<file path="src/rtl/gcce_pkg.sv">
`default_nettype none

package gcce_pkg;

    localparam int UNITS_PER_TILE = 128;
    localparam int TILES_PER_CELL = 8;
    localparam int CELL_UNITS     = UNITS_PER_TILE * TILES_PER_CELL;
    localparam int CELL_SHIFT     = $clog2(CELL_UNITS);
    localparam int GRID_LIMIT     = 32;
    localparam int MAX_RESULTS    = 64;

    localparam int COORD_W  = 15;
    localparam int CELL_W   = 5;
    localparam int DIM_W    = 6;
    localparam int RADIUS_W = 12;
    localparam int SPAN_W   = COORD_W + 2;
    localparam int DIST_W   = SPAN_W - 1;
    localparam int R2_W     = 2 * RADIUS_W;
    localparam int SQ_W     = 2 * DIST_W;
    localparam int CNT_W    = $clog2(MAX_RESULTS + 1);

    localparam int APB_AW  = 4;
    localparam int APB_DW  = 32;
    localparam int REG_IDX_W = APB_AW - 2;

    typedef enum logic [REG_IDX_W-1:0] {
        REG_GRID_COLS = 2'd0,
        REG_GRID_ROWS = 2'd1,
        REG_RADIUS    = 2'd2
    } t_reg_idx;

    typedef struct packed {
        logic [DIM_W-1:0]    grid_cols;
        logic [DIM_W-1:0]    grid_rows;
        logic [RADIUS_W-1:0] radius;
    } t_cfg;

    typedef struct packed {
        logic [COORD_W-1:0] cx;
        logic [COORD_W-1:0] cy;
        logic [CELL_W-1:0]  col_first;
        logic [CELL_W-1:0]  col_last;
        logic [CELL_W-1:0]  row_first;
        logic [CELL_W-1:0]  row_last;
        logic [R2_W-1:0]    r2;
        logic               skip;
    } t_job;

endpackage

`default_nettype wire

</file>
<file path="src/rtl/gcce_in_if.sv">
`default_nettype none

interface gcce_in_if;
    import gcce_pkg::*;

    logic               valid;
    logic               ready;
    logic [COORD_W-1:0] pos_x;
    logic [COORD_W-1:0] pos_y;

    modport source (output valid, output pos_x, output pos_y, input ready);
    modport sink   (input valid, input pos_x, input pos_y, output ready);
endinterface

`default_nettype wire

</file>
<file path="src/rtl/gcce_out_if.sv">
`default_nettype none

interface gcce_out_if;
    import gcce_pkg::*;

    logic              valid;
    logic              ready;
    logic [CELL_W-1:0] cell_x;
    logic [CELL_W-1:0] cell_y;
    logic              cell_valid;
    logic              last;

    modport source (output valid, output cell_x, output cell_y, output cell_valid,
                    output last, input ready);
    modport sink   (input valid, input cell_x, input cell_y, input cell_valid,
                    input last, output ready);
endinterface

`default_nettype wire

</file>
<file path="src/rtl/grid_cell_coverage_enumerator.sv">
// Grid cell coverage enumerator. Each input transaction carries a world position; the block
// snaps it to its tile centre, clamps the square box of the configured radius to the grid, and
// emits every cell of that box whose rectangle the circle strictly intersects, column outer and
// row inner, with last on the final result (at most 64 results; an item covering nothing gives
// one result with cell_valid low). The scanner tests one candidate cell per cycle while the
// output register can take a result and no held final hit is being flushed; the default
// radius gives at most 6 x 6 cells. A position passes through the queue, the scanner
// registers, the test stages s1 and s2, the collector and the output register; each hit is
// held until the next hit or the end of the scan. A queue of QUEUE_DEPTH entries sits
// between input classification and the scanner, so new positions are taken while a scan
// runs, until the queue is full. Registers: grid_cols at 0x0, grid_rows at 0x4,
// influence_radius at 0x8; write them only while the block is idle.
`default_nettype none

module grid_cell_coverage_enumerator #(
    parameter int QUEUE_DEPTH = 2
) (
    input  logic                          i_clk,
    input  logic                          i_rst_n,
    gcce_in_if.sink                       i_in,
    gcce_out_if.source                    o_out,
    input  logic                          psel,
    input  logic                          penable,
    input  logic                          pwrite,
    input  logic [gcce_pkg::APB_AW-1:0]   paddr,
    input  logic [gcce_pkg::APB_DW-1:0]   pwdata,
    output logic [gcce_pkg::APB_DW-1:0]   prdata,
    output logic                          pready
);
    import gcce_pkg::*;

    t_cfg     r_cfg;
    t_reg_idx reg_idx;
    logic     cfg_wr;
    logic     push;
    logic     full;
    logic     pop;
    logic     job_valid;
    t_job     push_job;
    t_job     head_job;

    assign pready  = 1'b1;
    assign cfg_wr  = psel && penable && pwrite && pready;
    assign reg_idx = t_reg_idx'(paddr[APB_AW-1:2]);

    always_ff @(posedge i_clk) begin
        if (!i_rst_n) begin
            r_cfg.grid_cols <= DIM_W'(GRID_LIMIT);
            r_cfg.grid_rows <= DIM_W'(GRID_LIMIT);
            r_cfg.radius    <= RADIUS_W'(2560);
        end else if (cfg_wr) begin
            unique case (reg_idx)
                REG_GRID_COLS: r_cfg.grid_cols <= pwdata[DIM_W-1:0];
                REG_GRID_ROWS: r_cfg.grid_rows <= pwdata[DIM_W-1:0];
                REG_RADIUS:    r_cfg.radius    <= pwdata[RADIUS_W-1:0];
                default: begin
                end
            endcase
        end
    end

    always_comb begin
        unique case (reg_idx)
            REG_GRID_COLS: prdata = APB_DW'(r_cfg.grid_cols);
            REG_GRID_ROWS: prdata = APB_DW'(r_cfg.grid_rows);
            REG_RADIUS:    prdata = APB_DW'(r_cfg.radius);
            default:       prdata = '0;
        endcase
    end

    gcce_front u_front (
        .i_in   (i_in),
        .i_cfg  (r_cfg),
        .i_full (full),
        .o_push (push),
        .o_job  (push_job)
    );

    gcce_queue #(
        .WIDTH ($bits(t_job)),
        .DEPTH (QUEUE_DEPTH)
    ) u_queue (
        .i_clk   (i_clk),
        .i_rst_n (i_rst_n),
        .i_push  (push),
        .i_data  (push_job),
        .i_pop   (pop),
        .o_full  (full),
        .o_valid (job_valid),
        .o_data  (head_job)
    );

    gcce_back u_back (
        .i_clk       (i_clk),
        .i_rst_n     (i_rst_n),
        .i_job_valid (job_valid),
        .i_job       (head_job),
        .o_job_pop   (pop),
        .o_out       (o_out)
    );

endmodule

`default_nettype wire

</file>
<file path="src/rtl/gcce_queue.sv">
`default_nettype none

module gcce_queue #(
    parameter int WIDTH = 1,
    parameter int DEPTH = 2
) (
    input  logic             i_clk,
    input  logic             i_rst_n,
    input  logic             i_push,
    input  logic [WIDTH-1:0] i_data,
    input  logic             i_pop,
    output logic             o_full,
    output logic             o_valid,
    output logic [WIDTH-1:0] o_data
);
    localparam int PTR_W  = (DEPTH > 1) ? $clog2(DEPTH) : 1;
    localparam int QCNT_W = $clog2(DEPTH + 1);

    logic [WIDTH-1:0]  r_mem [DEPTH];
    logic [PTR_W-1:0]  r_wr_ptr;
    logic [PTR_W-1:0]  r_rd_ptr;
    logic [QCNT_W-1:0] r_count;
    logic [PTR_W-1:0]  n_wr_ptr;
    logic [PTR_W-1:0]  n_rd_ptr;
    logic [QCNT_W-1:0] n_count;

    assign o_full  = (r_count == QCNT_W'(DEPTH));
    assign o_valid = (r_count != '0);
    assign o_data  = r_mem[r_rd_ptr];

    always_comb begin
        n_wr_ptr = r_wr_ptr;
        n_rd_ptr = r_rd_ptr;
        n_count  = r_count;
        if (i_push) begin
            n_wr_ptr = (r_wr_ptr == PTR_W'(DEPTH - 1)) ? '0 : r_wr_ptr + 1'b1;
        end
        if (i_pop) begin
            n_rd_ptr = (r_rd_ptr == PTR_W'(DEPTH - 1)) ? '0 : r_rd_ptr + 1'b1;
        end
        if (i_push && !i_pop) begin
            n_count = r_count + 1'b1;
        end else if (i_pop && !i_push) begin
            n_count = r_count - 1'b1;
        end
    end

    always_ff @(posedge i_clk) begin
        if (!i_rst_n) begin
            r_wr_ptr <= '0;
            r_rd_ptr <= '0;
            r_count  <= '0;
        end else begin
            r_wr_ptr <= n_wr_ptr;
            r_rd_ptr <= n_rd_ptr;
            r_count  <= n_count;
        end
    end

    always_ff @(posedge i_clk) begin
        if (i_push) begin
            r_mem[r_wr_ptr] <= i_data;
        end
    end

endmodule

`default_nettype wire

</file>
<file path="src/rtl/gcce_front.sv">
`default_nettype none

module gcce_front (
    gcce_in_if.sink          i_in,
    input  gcce_pkg::t_cfg   i_cfg,
    input  logic             i_full,
    output logic             o_push,
    output gcce_pkg::t_job   o_job
);
    import gcce_pkg::*;

    localparam int IDX_W = SPAN_W - CELL_SHIFT;

    logic [COORD_W-1:0] cx;
    logic [COORD_W-1:0] cy;
    logic [SPAN_W-1:0]  x_lo;
    logic [SPAN_W-1:0]  x_hi;
    logic [SPAN_W-1:0]  y_lo;
    logic [SPAN_W-1:0]  y_hi;
    logic [DIM_W-1:0]   cols;
    logic [DIM_W-1:0]   rows;

    function automatic logic [CELL_W-1:0] to_cell(input logic [SPAN_W-1:0] w,
                                                  input logic [DIM_W-1:0]  lim);
        logic [IDX_W-1:0] c;
        logic [IDX_W-1:0] top;
        c   = w[SPAN_W-1] ? '0 : IDX_W'(w >> CELL_SHIFT);
        top = IDX_W'(lim) - IDX_W'(1);
        if (c > top) begin
            c = top;
        end
        return CELL_W'(c);
    endfunction

    assign i_in.ready = !i_full;
    assign o_push     = i_in.valid && !i_full;

    always_comb begin
        cx   = COORD_W'((i_in.pos_x / UNITS_PER_TILE) * UNITS_PER_TILE + UNITS_PER_TILE / 2);
        cy   = COORD_W'((i_in.pos_y / UNITS_PER_TILE) * UNITS_PER_TILE + UNITS_PER_TILE / 2);
        x_lo = SPAN_W'(cx) - SPAN_W'(i_cfg.radius);
        x_hi = SPAN_W'(cx) + SPAN_W'(i_cfg.radius);
        y_lo = SPAN_W'(cy) - SPAN_W'(i_cfg.radius);
        y_hi = SPAN_W'(cy) + SPAN_W'(i_cfg.radius);
        cols = (i_cfg.grid_cols > DIM_W'(GRID_LIMIT)) ? DIM_W'(GRID_LIMIT) : i_cfg.grid_cols;
        rows = (i_cfg.grid_rows > DIM_W'(GRID_LIMIT)) ? DIM_W'(GRID_LIMIT) : i_cfg.grid_rows;

        o_job.cx        = cx;
        o_job.cy        = cy;
        o_job.col_first = to_cell(x_lo, cols);
        o_job.col_last  = to_cell(x_hi, cols);
        o_job.row_first = to_cell(y_lo, rows);
        o_job.row_last  = to_cell(y_hi, rows);
        o_job.r2        = R2_W'(i_cfg.radius) * R2_W'(i_cfg.radius);
        o_job.skip      = (cols == '0) || (rows == '0);
    end

endmodule

`default_nettype wire

</file>
<file path="src/rtl/gcce_back.sv">
`default_nettype none

module gcce_back (
    input  logic             i_clk,
    input  logic             i_rst_n,
    input  logic             i_job_valid,
    input  gcce_pkg::t_job   i_job,
    output logic             o_job_pop,
    gcce_out_if.source       o_out
);
    import gcce_pkg::*;

    localparam int SUM_W = SQ_W + 1;

    // scanner
    logic               r_busy;
    logic [COORD_W-1:0] r_cx;
    logic [COORD_W-1:0] r_cy;
    logic [CELL_W-1:0]  r_col;
    logic [CELL_W-1:0]  r_row;
    logic [CELL_W-1:0]  r_row_first;
    logic [CELL_W-1:0]  r_col_last;
    logic [CELL_W-1:0]  r_row_last;
    logic [R2_W-1:0]    r_r2;
    logic               r_skip;
    logic               n_busy;
    logic [CELL_W-1:0]  n_col;
    logic [CELL_W-1:0]  n_row;

    // test pipeline
    logic               r_s1_v;
    logic [CELL_W-1:0]  r_s1_x;
    logic [CELL_W-1:0]  r_s1_y;
    logic [DIST_W-1:0]  r_s1_dx;
    logic [DIST_W-1:0]  r_s1_dy;
    logic               r_s1_end;
    logic               r_s1_skip;
    logic [R2_W-1:0]    r_s1_r2;
    logic               r_s2_v;
    logic [CELL_W-1:0]  r_s2_x;
    logic [CELL_W-1:0]  r_s2_y;
    logic [SQ_W-1:0]    r_s2_sqx;
    logic [SQ_W-1:0]    r_s2_sqy;
    logic               r_s2_zero;
    logic               r_s2_end;
    logic               r_s2_skip;
    logic [R2_W-1:0]    r_s2_r2;

    // collector
    logic               r_pend_v;
    logic [CELL_W-1:0]  r_pend_x;
    logic [CELL_W-1:0]  r_pend_y;
    logic [CNT_W-1:0]   r_cnt;
    logic               r_flush;
    logic               n_pend_v;
    logic [CELL_W-1:0]  n_pend_x;
    logic [CELL_W-1:0]  n_pend_y;
    logic [CNT_W-1:0]   n_cnt;
    logic               n_flush;

    // output register
    logic               r_out_valid;
    logic [CELL_W-1:0]  r_out_x;
    logic [CELL_W-1:0]  r_out_y;
    logic               r_out_cv;
    logic               r_out_last;

    logic               slot_free;
    logic               advance;
    logic               issue;
    logic               cand_end;
    logic [SPAN_W-1:0]  x_lo;
    logic [SPAN_W-1:0]  y_lo;
    logic [SUM_W-1:0]   dist_sum;
    logic               hit;
    logic               take;
    logic               emit;
    logic [CELL_W-1:0]  emit_x;
    logic [CELL_W-1:0]  emit_y;
    logic               emit_cv;
    logic               emit_last;

    function automatic logic [DIST_W-1:0] gap(input logic [SPAN_W-1:0] lo);
        logic [SPAN_W-1:0] hi;
        logic [DIST_W-1:0] d;
        hi = lo + SPAN_W'(CELL_UNITS);
        if (hi[SPAN_W-1]) begin
            d = DIST_W'(SPAN_W'(0) - hi);
        end else if (!lo[SPAN_W-1] && (lo != '0)) begin
            d = DIST_W'(lo);
        end else begin
            d = '0;
        end
        return d;
    endfunction

    assign slot_free = !r_out_valid || o_out.ready;
    assign advance   = slot_free && !r_flush;
    assign o_job_pop = advance && !r_busy && i_job_valid;
    assign issue     = advance && r_busy;
    assign cand_end  = r_skip || ((r_col == r_col_last) && (r_row == r_row_last));

    assign x_lo = SPAN_W'(r_col) * SPAN_W'(CELL_UNITS) - SPAN_W'(r_cx);
    assign y_lo = SPAN_W'(r_row) * SPAN_W'(CELL_UNITS) - SPAN_W'(r_cy);

    always_comb begin
        n_busy = r_busy;
        n_col  = r_col;
        n_row  = r_row;
        if (o_job_pop) begin
            n_busy = 1'b1;
            n_col  = i_job.col_first;
            n_row  = i_job.row_first;
        end else if (issue) begin
            if (cand_end) begin
                n_busy = 1'b0;
            end else if (r_row == r_row_last) begin
                n_row = r_row_first;
                n_col = r_col + 1'b1;
            end else begin
                n_row = r_row + 1'b1;
            end
        end
    end

    always_ff @(posedge i_clk) begin
        if (!i_rst_n) begin
            r_busy <= 1'b0;
            r_s1_v <= 1'b0;
            r_s2_v <= 1'b0;
        end else begin
            r_busy <= n_busy;
            if (advance) begin
                r_s1_v <= issue;
                r_s2_v <= r_s1_v;
            end
        end
    end

    always_ff @(posedge i_clk) begin
        r_col <= n_col;
        r_row <= n_row;
        if (o_job_pop) begin
            r_cx        <= i_job.cx;
            r_cy        <= i_job.cy;
            r_row_first <= i_job.row_first;
            r_col_last  <= i_job.col_last;
            r_row_last  <= i_job.row_last;
            r_r2        <= i_job.r2;
            r_skip      <= i_job.skip;
        end
        if (advance) begin
            r_s1_x    <= r_col;
            r_s1_y    <= r_row;
            r_s1_dx   <= gap(x_lo);
            r_s1_dy   <= gap(y_lo);
            r_s1_end  <= cand_end;
            r_s1_skip <= r_skip;
            r_s1_r2   <= r_r2;
            r_s2_x    <= r_s1_x;
            r_s2_y    <= r_s1_y;
            r_s2_sqx  <= SQ_W'(r_s1_dx) * SQ_W'(r_s1_dx);
            r_s2_sqy  <= SQ_W'(r_s1_dy) * SQ_W'(r_s1_dy);
            r_s2_zero <= (r_s1_dx == '0) && (r_s1_dy == '0);
            r_s2_end  <= r_s1_end;
            r_s2_skip <= r_s1_skip;
            r_s2_r2   <= r_s1_r2;
        end
    end

    assign dist_sum = SUM_W'(r_s2_sqx) + SUM_W'(r_s2_sqy);
    assign hit      = !r_s2_skip && (r_s2_zero || (dist_sum < SUM_W'(r_s2_r2)));
    assign take     = hit && (r_cnt != CNT_W'(MAX_RESULTS));

    // hold one hit back so the final one can carry last
    always_comb begin
        n_pend_v  = r_pend_v;
        n_pend_x  = r_pend_x;
        n_pend_y  = r_pend_y;
        n_cnt     = r_cnt;
        n_flush   = r_flush;
        emit      = 1'b0;
        emit_x    = '0;
        emit_y    = '0;
        emit_cv   = 1'b0;
        emit_last = 1'b0;
        if (r_flush) begin
            if (slot_free) begin
                emit      = 1'b1;
                emit_x    = r_pend_x;
                emit_y    = r_pend_y;
                emit_cv   = 1'b1;
                emit_last = 1'b1;
                n_pend_v  = 1'b0;
                n_flush   = 1'b0;
            end
        end else if (advance && r_s2_v) begin
            if (r_s2_end) begin
                n_cnt = '0;
                if (take && r_pend_v) begin
                    emit     = 1'b1;
                    emit_x   = r_pend_x;
                    emit_y   = r_pend_y;
                    emit_cv  = 1'b1;
                    n_pend_x = r_s2_x;
                    n_pend_y = r_s2_y;
                    n_flush  = 1'b1;
                end else if (take) begin
                    emit      = 1'b1;
                    emit_x    = r_s2_x;
                    emit_y    = r_s2_y;
                    emit_cv   = 1'b1;
                    emit_last = 1'b1;
                end else if (r_pend_v) begin
                    emit      = 1'b1;
                    emit_x    = r_pend_x;
                    emit_y    = r_pend_y;
                    emit_cv   = 1'b1;
                    emit_last = 1'b1;
                    n_pend_v  = 1'b0;
                end else begin
                    emit      = 1'b1;
                    emit_last = 1'b1;
                end
            end else if (take) begin
                n_cnt    = r_cnt + 1'b1;
                n_pend_v = 1'b1;
                n_pend_x = r_s2_x;
                n_pend_y = r_s2_y;
                if (r_pend_v) begin
                    emit    = 1'b1;
                    emit_x  = r_pend_x;
                    emit_y  = r_pend_y;
                    emit_cv = 1'b1;
                end
            end
        end
    end

    always_ff @(posedge i_clk) begin
        if (!i_rst_n) begin
            r_pend_v    <= 1'b0;
            r_cnt       <= '0;
            r_flush     <= 1'b0;
            r_out_valid <= 1'b0;
        end else begin
            r_pend_v <= n_pend_v;
            r_cnt    <= n_cnt;
            r_flush  <= n_flush;
            if (emit) begin
                r_out_valid <= 1'b1;
            end else if (o_out.ready) begin
                r_out_valid <= 1'b0;
            end
        end
    end

    always_ff @(posedge i_clk) begin
        r_pend_x <= n_pend_x;
        r_pend_y <= n_pend_y;
        if (emit) begin
            r_out_x    <= emit_x;
            r_out_y    <= emit_y;
            r_out_cv   <= emit_cv;
            r_out_last <= emit_last;
        end
    end

    assign o_out.valid      = r_out_valid;
    assign o_out.cell_x     = r_out_x;
    assign o_out.cell_y     = r_out_y;
    assign o_out.cell_valid = r_out_cv;
    assign o_out.last       = r_out_last;

endmodule

`default_nettype wire

</file>
<file path="src/flat_wrapper.sv">
// flat-port wrapper written by rule: the top's interface ports become plain ports
module grid_cell_coverage_enumerator_flat import gcce_pkg::*;
#(
    parameter int QUEUE_DEPTH = 2
)
  (i_clk, i_rst_n, psel, penable, pwrite, paddr, pwdata, prdata, pready, i_in_valid, i_in_pos_x, i_in_pos_y, i_in_ready, o_out_valid, o_out_cell_x, o_out_cell_y, o_out_cell_valid, o_out_last, o_out_ready);
  gcce_in_if i_in_i ();
  gcce_out_if o_out_i ();
  input  logic i_clk;
  input  logic i_rst_n;
  input  logic psel;
  input  logic penable;
  input  logic pwrite;
  input  logic [gcce_pkg::APB_AW-1:0] paddr;
  input  logic [gcce_pkg::APB_DW-1:0] pwdata;
  output logic [gcce_pkg::APB_DW-1:0] prdata;
  output logic pready;
  input wire logic [$bits(i_in_i.valid)-1:0] i_in_valid;
  input wire logic [$bits(i_in_i.pos_x)-1:0] i_in_pos_x;
  input wire logic [$bits(i_in_i.pos_y)-1:0] i_in_pos_y;
  output wire logic [$bits(i_in_i.ready)-1:0] i_in_ready;
  output wire logic [$bits(o_out_i.valid)-1:0] o_out_valid;
  output wire logic [$bits(o_out_i.cell_x)-1:0] o_out_cell_x;
  output wire logic [$bits(o_out_i.cell_y)-1:0] o_out_cell_y;
  output wire logic [$bits(o_out_i.cell_valid)-1:0] o_out_cell_valid;
  output wire logic [$bits(o_out_i.last)-1:0] o_out_last;
  input wire logic [$bits(o_out_i.ready)-1:0] o_out_ready;
  assign i_in_i.valid = i_in_valid;
  assign i_in_i.pos_x = i_in_pos_x;
  assign i_in_i.pos_y = i_in_pos_y;
  assign i_in_ready = i_in_i.ready;
  assign o_out_valid = o_out_i.valid;
  assign o_out_cell_x = o_out_i.cell_x;
  assign o_out_cell_y = o_out_i.cell_y;
  assign o_out_cell_valid = o_out_i.cell_valid;
  assign o_out_last = o_out_i.last;
  assign o_out_i.ready = o_out_ready;
  grid_cell_coverage_enumerator #(.QUEUE_DEPTH(QUEUE_DEPTH)) u_core (.i_clk(i_clk), .i_rst_n(i_rst_n), .i_in(i_in_i), .o_out(o_out_i), .psel(psel), .penable(penable), .pwrite(pwrite), .paddr(paddr), .pwdata(pwdata), .prdata(prdata), .pready(pready));
endmodule
</file>
<file path="config.mk">
export PLATFORM = sky130hd
export DESIGN_NAME = grid_cell_coverage_enumerator_flat
export DESIGN_NICKNAME = d
export VERILOG_FILES = /design/src/rtl/gcce_pkg.sv /design/src/rtl/gcce_in_if.sv /design/src/rtl/gcce_out_if.sv /design/src/rtl/grid_cell_coverage_enumerator.sv /design/src/rtl/gcce_queue.sv /design/src/rtl/gcce_front.sv /design/src/rtl/gcce_back.sv /design/src/flat_wrapper.sv
export SDC_FILE = /design/constraint.sdc
export NUM_CORES = 1
export LEC_CHECK = 0
export BUFFER_PORTS_ARGS = -buffer_cell sky130_fd_sc_hd__buf_4
export CORE_MARGIN = 4
export CORE_UTILIZATION = 57
export CTS_CLUSTER_DIAMETER = 40
export DETAILED_ROUTE_END_ITERATION = 8
export GPL_TIMING_DRIVEN = 0
export PLACE_DENSITY = 0.84
export SLEW_MARGIN = 5
export SYNTH_ARGS = -nofsm -noshare
export SYNTH_HDL_FRONTEND = slang
export SYNTH_HIERARCHICAL = 1
export SYNTH_SLANG_ARGS = --single-unit
</file>
<file path="constraint.sdc">
create_clock -name i_clk -period 17.1 [get_ports i_clk]
set_clock_uncertainty 0.15 [all_clocks]
set_input_delay 0.855 -clock i_clk [delete_from_list [all_inputs] [get_ports i_clk]]
set_output_delay 0.855 -clock i_clk [all_outputs]
set_load 0.05 [all_outputs]
</file>
[Word level (Yosys, flattened, before mapping)]
Memory sizes are Yosys's and may differ from the RTL's. A register that Yosys moved wholly into a read port is not among the register bits.
Index checks and enable logic that the tools add are counted.
Word-level totals
  register bits: 312
  RAM bits: 150
  output and inout bits: 47
  word-level logic and storage cells: 230
  memories: 1
Memory list
  u_core.u_queue.r_mem: words 2, bits a word 75, read ports 1, clocked after Yosys merged registers in 1, wr ports 1, RTL line gcce_queue.sv:19  | logic [WIDTH-1:0] r_mem [DEPTH];
Operators by class
  $add $sub $neg: 22
  multipliers: 3
  $lt $le $gt $ge: 7
  equality and inequality tests: 11
  multiplexer cells: 87
  bitwise gates (word level): 1
  reduce and logical (&&, ||, !) cells: 55
Operator list (count)
  2-to-1 mux 5 bit: 34
  multiplier 16 x 16 -> 32 bit: 2
  2-to-1 mux 16 bit: 4
  2-to-1 mux 1 bit: 38
  2-to-1 mux 6 bit: 6
  one-hot mux 12 bit (3 select lines): 1
  adder 16 x 12 -> 17 bit (second input constant): 2
  nonzero test 17 bit: 2
  adder 32 x 32 -> 33 bit: 1
  < comparator 33 x 24 -> 1 bit: 1
  adder 15 x 12 -> 16 bit: 2
  zero test 16 bit: 2
  subtractor 1 x 16 -> 16 bit (first input constant): 2
  subtractor 15 x 12 -> 16 bit: 2
  subtractor 15 x 15 -> 16 bit: 2
  adder 15 x 7 -> 15 bit (second input constant): 2
  greater-than comparator 6 x 7 -> 1 bit: 4
  multiplier 12 x 12 -> 24 bit: 1
  logical AND 1 bit: 17
  nonzero test 2 bit: 8
  2-to-1 mux 7 bit: 2
  subtractor 6 x 1 -> 7 bit (second input constant): 2
  greater-than comparator 6 bit (second input constant): 2
  zero test 6 bit: 2
  21 further kinds: 45

[Longest topological paths before layout]
Gate-level depths: netlist (run 1).
  depth in word-level cells: 10
  gate-level depth with buffers: 27

[Hierarchy]
The synthesis (run 1) kept the hierarchy.
Modules (own cells, without submodules)
  gcce_back: instances 1, cells an instance 2715, area an instance 27988.1 um^2, seq. area each 8338.0 um^2
  gcce_front: instances 1, cells an instance 739, area an instance 5936.9 um^2, seq. area each 0.0 um^2
  gcce_queue: instances 1, cells an instance 255, area an instance 5647.9 um^2, seq. area each 4604.4 um^2
  grid_cell_coverage_enumerator: instances 1, cells an instance 146, area an instance 1315.0 um^2, seq. area each 480.5 um^2

[Worst setup path after synthesis (run 1)]
No wires, ideal clock.
  path kind: in2reg
  start: input port o_out_ready
  end: register u_core.u_queue.r_count[1]
  library setup time: 70 ps
  arrival time: 8678 ps
  data required time: 16880 ps
  slack: 8202 ps
  stages: 10
  buffers on the path: 1
  cell sequence: nand2b_1 nand2b_1 inv_1 nand2_1 inv_1 buf_1 inv_1 ha_1 or3_1 a21boi_1
On the way
  word-level cells in the longest chain between the ends: 7
  elaborated cells on any way between the ends: 9
Ends and longest elaborated chain
  from (decl): RTL line flat_wrapper.sv:27  | input wire logic [$bits(o_out_i.ready)-1:0] o_out_ready;
  logical OR 1 bit *: RTL line gcce_back.sv:97  | assign slot_free = !r_out_valid || o_out.ready;
  logical AND 1 bit *: RTL line gcce_back.sv:98  | assign advance = slot_free && !r_flush;
  net u_core.u_back.advance: RTL line gcce_back.sv:69  | logic advance;
  logical AND 1 bit * (2 in a row): RTL line gcce_back.sv:99  | assign o_job_pop = advance && !r_busy && i_job_valid;
  net u_core.pop: RTL line grid_cell_coverage_enumerator.sv:37  | logic pop;
  zero test 1 bit: RTL line gcce_queue.sv:41  | if (i_push && !i_pop) begin
  logical AND 1 bit: RTL line gcce_queue.sv:41
  2-to-1 mux 2 bit or nonzero test 2 bit (tied branches)
  to (signal assigned): RTL line gcce_queue.sv:56  | r_count <= n_count;
  to (decl): RTL line gcce_queue.sv:22  | logic [QCNT_W-1:0] r_count;
The timed path passes the listed nets; every way through them passes the cells marked *.
A chain may end at the register's enable or synchronous reset.

[Final worst setup path (run 1)]
  start: register u_core.u_back.r_s1_dy[5]
  end: register u_core.u_back.r_s2_sqy[30] (data pin)
On the way
  word-level cells in the longest chain between the ends: 1
Ends and longest elaborated chain
  from (decl): RTL line gcce_back.sv:35  | logic [DIST_W-1:0] r_s1_dy;
  from (signal assigned): RTL line gcce_back.sv:156  | r_s1_dy <= gap(y_lo);
  multiplier 16 x 16 -> 32 bit: RTL line gcce_back.sv:163  | r_s2_sqy <= SQ_W'(r_s1_dy) * SQ_W'(r_s1_dy);
  to (signal assigned): RTL line gcce_back.sv:163
  to (decl): RTL line gcce_back.sv:43  | logic [SQ_W-1:0] r_s2_sqy;
No other way between the ends.

==> impl_metrics.json, run 1 <==
{
  "status": "complete, no violations",
  "period_minus_slack_ns": 7.93,
  "crit_fanout": 10,
  "path_buf_inv": 7,
  "timing.fmax_ghz": 0.126,
  "netlist_instances": 3855,
  "grt_antenna_before_repair": 1,
  "use_met1_pct": 31.5,
  "insertion_delay_ns": 0.66,
  "fin_util_pct": 63.6,
  "gp_congestion": 0.925,
  "via_per_inst": 5.62,
  "finalSetupViolations": 0,
  "syn_area_um2": 40900,
  "ctsHoldBuffers": 0,
  "crit_family": "adder cells",
  "drt-total-wl_um": 90400,
  "crit_top_cell": "fa_1",
  "tritoncts": "done",
  "cts.sinks": 461,
  "port_buffers": 58,
  "nets": 4876,
  "drc": 0,
  "drv_cap": 0,
  "path_clk_slew_ns": 0.06,
  "post_cts_buffers": 0,
  "yosysUniqueCellTypes": 101,
  "postSynth.asyncResetShare_pct": 0,
  "postCtsResizedCells": 0,
  "finalCritPeriodShare_pct": 46.3,
  "row_count": 97,
  "dieArea_um2": 76100,
  "dpl.hpwl_um": 68400,
  "vias": 28100,
  "cp_slowest_cell": "clkbuf_1",
  "drtAntennaViolNets": 0,
  "cp.required_ns": 17.28,
  "rsz0062_at_grt": "no",
  "maxSlewHeadroom_pct": 25.6,
  "yosysWarnings": 6,
  "max_stage_delay_ns": 0.61,
  "cp_data_arrival_time_ns": 8.10,
  "synthFlopType": "edfxtp_1",
  "area_growth_syn_to_layout_pct": 9.65,
  "path_cells": "clkbuf_1 > clkbuf_1 > nand2_1 > fa_1 > inv_1 > fa_1 > inv_1 > fa_1 > fa_1 > inv_1 > fa_1 > inv_1 > fa_1 > inv_1 > ha_1 > a21o_1 > a21o_1 > a21o_1 > a2111oi_0 > nor2_1 > o21bai_1 > o21ai_0 > o41ai_1 > xnor2_1",
  "tightest_slew_ns": 1.12,
  "busiest_layer": "met2",
  "synth_seq_cells": 461,
  "tns_ns": 0,
  "end_kind": "flip-flop",
  "worstSetupPathType": "flip-flop to flip-flop",
  "grt_use_total_pct": 24.4,
  "yosysSeqAreaShare_pct": 32.8,
  "gr-usage-met2_pct": 42.3,
  "final_area_um2": 44800,
  "dpl_cell_area_um2": 42800,
  "worstSetupStartpointType": "flip-flop",
  "min_path_type": "input port to flip-flop",
  "initial_core_util_pct": 58.0,
  "core-area_um2": 70500,
  "drv_slew": 0,
  "grtUsageMet3_pct": 3.47,
  "h-tree-depth": 2,
  "drive_above_1_share_pct": 9.37,
  "regArea_um2": 13400,
  "cts-buffers-inserted": 60,
  "finalHoldViolations": 0,
  "nFillCells": 5175,
  "syn_area_per_cell_um2": 10.6,
  "die_h_um": 276,
  "dr.pass1.iters": 6,
  "multi_input_area_um2": 24000,
  "grt_max_degree": 138,
  "grt_pass1_wl_um": 149000,
  "io_pins": 120,
  "diodes": 0,
  "die_w_um": 276,
  "wl_per_cell_um": 18.1,
  "cts_buffer_depth": 3,
  "synth_edf_count": 419,
  "gr-total-overflow": 0,
  "first_global_vias": 29500,
  "cts_root_buffer": "clkbuf_16",
  "drt_iter0_markers": 2139
}
-- cells in the final DEF (no fill, tap or decap), types with 59 or more instances in the layout --
| cell | instances |
|---|---|
| a21oi_1 | 134 |
| and2_1 | 151 |
| buf_4 | 113 |
| clkbuf_1 | 78 |
| clkbuf_16 | 60 |
| edfxtp_1 | 419 |
| fa_1 | 411 |
| ha_1 | 379 |
| inv_1 | 703 |
| mux2_2 | 84 |
| nand2_1 | 317 |
| nor2_1 | 176 |
| o21ai_0 | 115 |
| xnor2_1 | 120 |
| xor2_1 | 59 |
-- through the flow --
step / hold slack (ns) / cells / setup WS, ns
floorplan: 0.250 / 3887 / 8.20
global placement: 0.251 / 4885 / 5.13
detailed placement: 0.255 / 4891 / 9.30
CTS: 0.192 / 5005 / 9.26
global route: 0.199 / 5005 / 8.71
finish: 0.220 / 5005 / 9.17
-- state kept, by name, summed over array words and instances, names as in the netlist, 7 cells and up, named ones only --
register	cells
u_core/u_queue/r_mem	150
u_core/u_back/r_s2_sqx	31
u_core/u_back/r_s2_sqy	31
u_core/r_cfg	24
u_core/u_back/r_r2	24
u_core/u_back/r_s1_r2	24
u_core/u_back/r_s2_r2	24
u_core/u_back/r_s1_dx	16
u_core/u_back/r_s1_dy	16
u_core/u_back/r_cx	15
u_core/u_back/r_cy	15
u_core/u_back/r_cnt	7
-- cell families after synthesis --
logic type,Yosys count,synth area share (%)
AND/OR/NAND/NOR,919,11.1
buffers and inverters,858,8.73
other,4,0.0367
AO/OA/AOI/OAI,515,8.38
XOR/XNOR,179,3.83
flip-flops,461,32.8
multiplexers,129,3.42
adder cells (fa/ha/maj),790,31.7
-- routing by layer --
| layer | wire, um | share of wire [%] |
|---|---|---|
| met2 | 45200 | 50 |
| met5 | 0 | 0 |
| met1 | 36300 | 40 |
| met3 | 5730 | 6.3 |
| met4 | 3180 | 3.5 |
-- final cells by class --
type | count | area share, %
plain buffers | 153 | 2.06
clock buffers | 70 | 3.48
clock inverters | 44 | 1.12
inverters | 705 | 5.92
multi-input cells | 2568 | 53.6
flip-flops and latches | 461 | 29.9
well taps | 940 | 2.62
repair buffers | 64 | 1.27
-- worst paths after layout --
check | slack (ns) | start | to | depth (start not counted)
worst max register to register | 9.17 | u_core/u_back/r_s1_dy[5] | u_core/u_back/r_s2_sqy[30] | 24
worst max-delay path | 9.17 | u_core/u_back/r_s1_dy[5] | u_core/u_back/r_s2_sqy[30] | 24
worst min-delay path | 0.22 | i_in_pos_y[12] | u_core/u_queue/r_mem[1][57] | 1
worst min register to register | 0.27 | u_core/u_back/r_r2[12] | u_core/u_back/r_s1_r2[12] | 0
-- cells in the mapped netlist, drive strengths merged, types with 81 or more instances --
cell	count	area (um^2)
buf	81	648
inv	704	2640
fa	411	8230
nor2	176	661
edfxtp	419	12600
and2	157	988
xnor2	120	1050
mux2	84	946
ha	379	4740
o21ai	121	613
nand2	317	1190
a21oi	136	688
Power of run 1 is left out: the tool's default activity adds up to more than one toggle a clock period on the data nets, which glitch-free logic cannot reach.
==> run 2: changes to the inputs <==
PLACE_DENSITY = 0.87   (was 0.84)
clock period = 6.7 ns   (was 17.1 ns; I/O delays follow)
==> run 2 against run 1 <==
Die area is the same. Setup slack worse by 9.1 ns. Via count is 8.9% higher. Hold slack got worse by 0.10 ns. Sequential share of layout area is 1.4 points lower. Register-to-register slack worse by 9.1 ns. Wire length increased by 22%. Highest routed layer is now met5. First-iteration DRC count grew 46%. Maximum frequency rose by 19%. Cell count rose by 2.7%.
==> impl_metrics.json, run 2 (same netlist as run 1, synthesis figures left out) <==
{
  "status": "complete, no violations",
  "drv_cap": 0,
  "path_clk_slew_ns": 0.06,
  "via_per_inst": 5.95,
  "end_kind": "flip-flop",
  "drt_iter0_markers": 3118,
  "nets": 5010,
  "grt_pass1_wl_um": 164000,
  "dr.pass1.iters": 6,
  "insertion_delay_ns": 0.62,
  "grt_antenna_before_repair": 3,
  "fin_util_pct": 66.8,
  "maxSlewHeadroom_pct": 31.3,
  "mostFrequentLayoutCells": "inv_1 (677), edfxtp_1 (419), fa_1 (404), ha_1 (365), nand2_1 (303)",
  "cp_data_arrival_time_ns": 6.84,
  "timing.fmax_ghz": 0.150,
  "row_count": 97,
  "fin_cells": 5141,
  "drive_above_1_share_pct": 15.2,
  "final_common_cell": "inv_1",
  "initial_core_util_pct": 58.0,
  "largest_reg_flops": 150,
  "finalCritPeriodShare_pct": 99.4,
  "die_h_um": 276,
  "worstSetupStartpointType": "flip-flop",
  "die_w_um": 276,
  "reg_top3": "u_core/u_queue/r_mem: 150 flops, u_core/u_back/r_s2_sqx: 31 flops, u_core/u_back/r_s2_sqy: 31 flops",
  "grt_max_degree": 49,
  "gp_congestion": 0.934,
  "port_buffers": 58,
  "io_pins": 120,
  "first_global_vias": 31400,
  "cp.required_ns": 6.88,
  "reg2reg_depth": 25,
  "tightest_slew_ns": 1.02,
  "period_minus_slack_ns": 6.66,
  "largest_register": "u_core/u_queue/r_mem",
  "core-area_um2": 70500,
  "gr-total-overflow": 0,
  "drv_slew": 0,
  "grtUsageMet3_pct": 5.70,
  "placed_cells": 4893,
  "rsz0062_at_grt": "yes",
  "worstSetupPathType": "flip-flop to flip-flop",
  "area_growth_syn_to_layout_pct": 15.2,
  "vias": 30600,
  "wl_per_cell_um": 21.4,
  "h-tree-depth": 3,
  "cts_root_buffer": "clkbuf_16",
  "nFillCells": 4605,
  "finalHoldViolations": 0,
  "drc": 0,
  "use_met1_pct": 33.1,
  "grt_use_total_pct": 27.3,
  "dieArea_um2": 76100,
  "cts_buffer_depth": 3,
  "dpl.hpwl_um": 70600,
  "cts.sinks": 461,
  "gr-usage-met2_pct": 46.9,
  "busiest_layer": "met2",
  "finalSetupViolations": 0,
  "cts-buffers-inserted": 67,
  "crit_fanout": 5,
  "min_path_type": "input port to flip-flop",
  "drt-total-wl_um": 110000,
  "drtAntennaViolNets": 0,
  "tns_ns": 0,
  "holdPathStages": 3,
  "tritoncts": "done"
}
run 2: worst paths after layout:
path                                                start                     endpoint  slack, ns
worst min register to register    u_core/u_back/r_s1_y[4]      u_core/u_back/r_s2_y[4]       0.27
worst max register to register  u_core/u_back/r_s1_dy[12]   u_core/u_back/r_s2_sqy[31]       0.04
worst max-delay path            u_core/u_back/r_s1_dy[12]   u_core/u_back/r_s2_sqy[31]       0.04
worst min-delay path                       i_in_pos_y[12]  u_core/u_queue/r_mem[0][27]       0.12
run 2: critical path: stages (launching register included):
cell,delay [ns]
edfxtp_1,0.54
clkinvlp_4,0.29
nor2_4,0.18
inv_2,0.04
fa_1,0.51
inv_2,0.05
fa_1,0.55
inv_2,0.04
fa_2,0.52
inv_2,0.04
fa_2,0.39
fa_1,0.51
inv_2,0.04
fa_1,0.51
inv_2,0.06
ha_4,0.16
a21o_1,0.14
a21o_1,0.18
a21oi_2,0.19
o21ai_2,0.08
a22o_1,0.23
a31oi_4,0.21
a31oi_4,0.12
a211o_1,0.33
a21oi_2,0.19
xnor2_2,0.11
run 2: area by class of cell:
cell class	instances	area, um^2	share of cell area (%)
diodes	1	2.50	0.00531
plain buffers	142	1100	2.33
clock buffers	74	1700	3.61
clock inverters	48	667	1.42
inverters	705	2670	5.66
multi-input cells	2568	24600	52.2
flip-flops and latches	461	13400	28.5
well taps	940	1180	2.50
repair buffers	202	1770	3.75
run 2: stage by stage:
step	cell area (um^2)	setup slack, ns	hold WS [ns]
2_1_floorplan	41000	0.0682	0.250
3_3_place_gp	42600	-1.81	0.251
3_5_place_dp	42800	-1.14	0.255
4_1_cts	46300	-0.0114	0.0798
5_1_grt	47100	-0.114	0.0949
6_report	47100	0.0396	0.116
run 2: per-layer routing:
metal  routed length [um]  share of wire, %  up-vias
met2                54300                49     1895
met3                10400               9.4      589
met1                38500                35    14800
met5                   25             0.023        -
li1                     -                 -    13300
met4                 6800               6.2        4
run 2: what timing repair did:
item,4_1_cts,5_1_grt
gates cloned,1,1
buffers inserted,49,53
pin swaps,10,81
gates resized for setup,117,141
endpoints found under the hold margin,61,0
hold buffers,33,0
endpoints found under the setup margin,41,45
Power of run 2 is left out for the same reason.
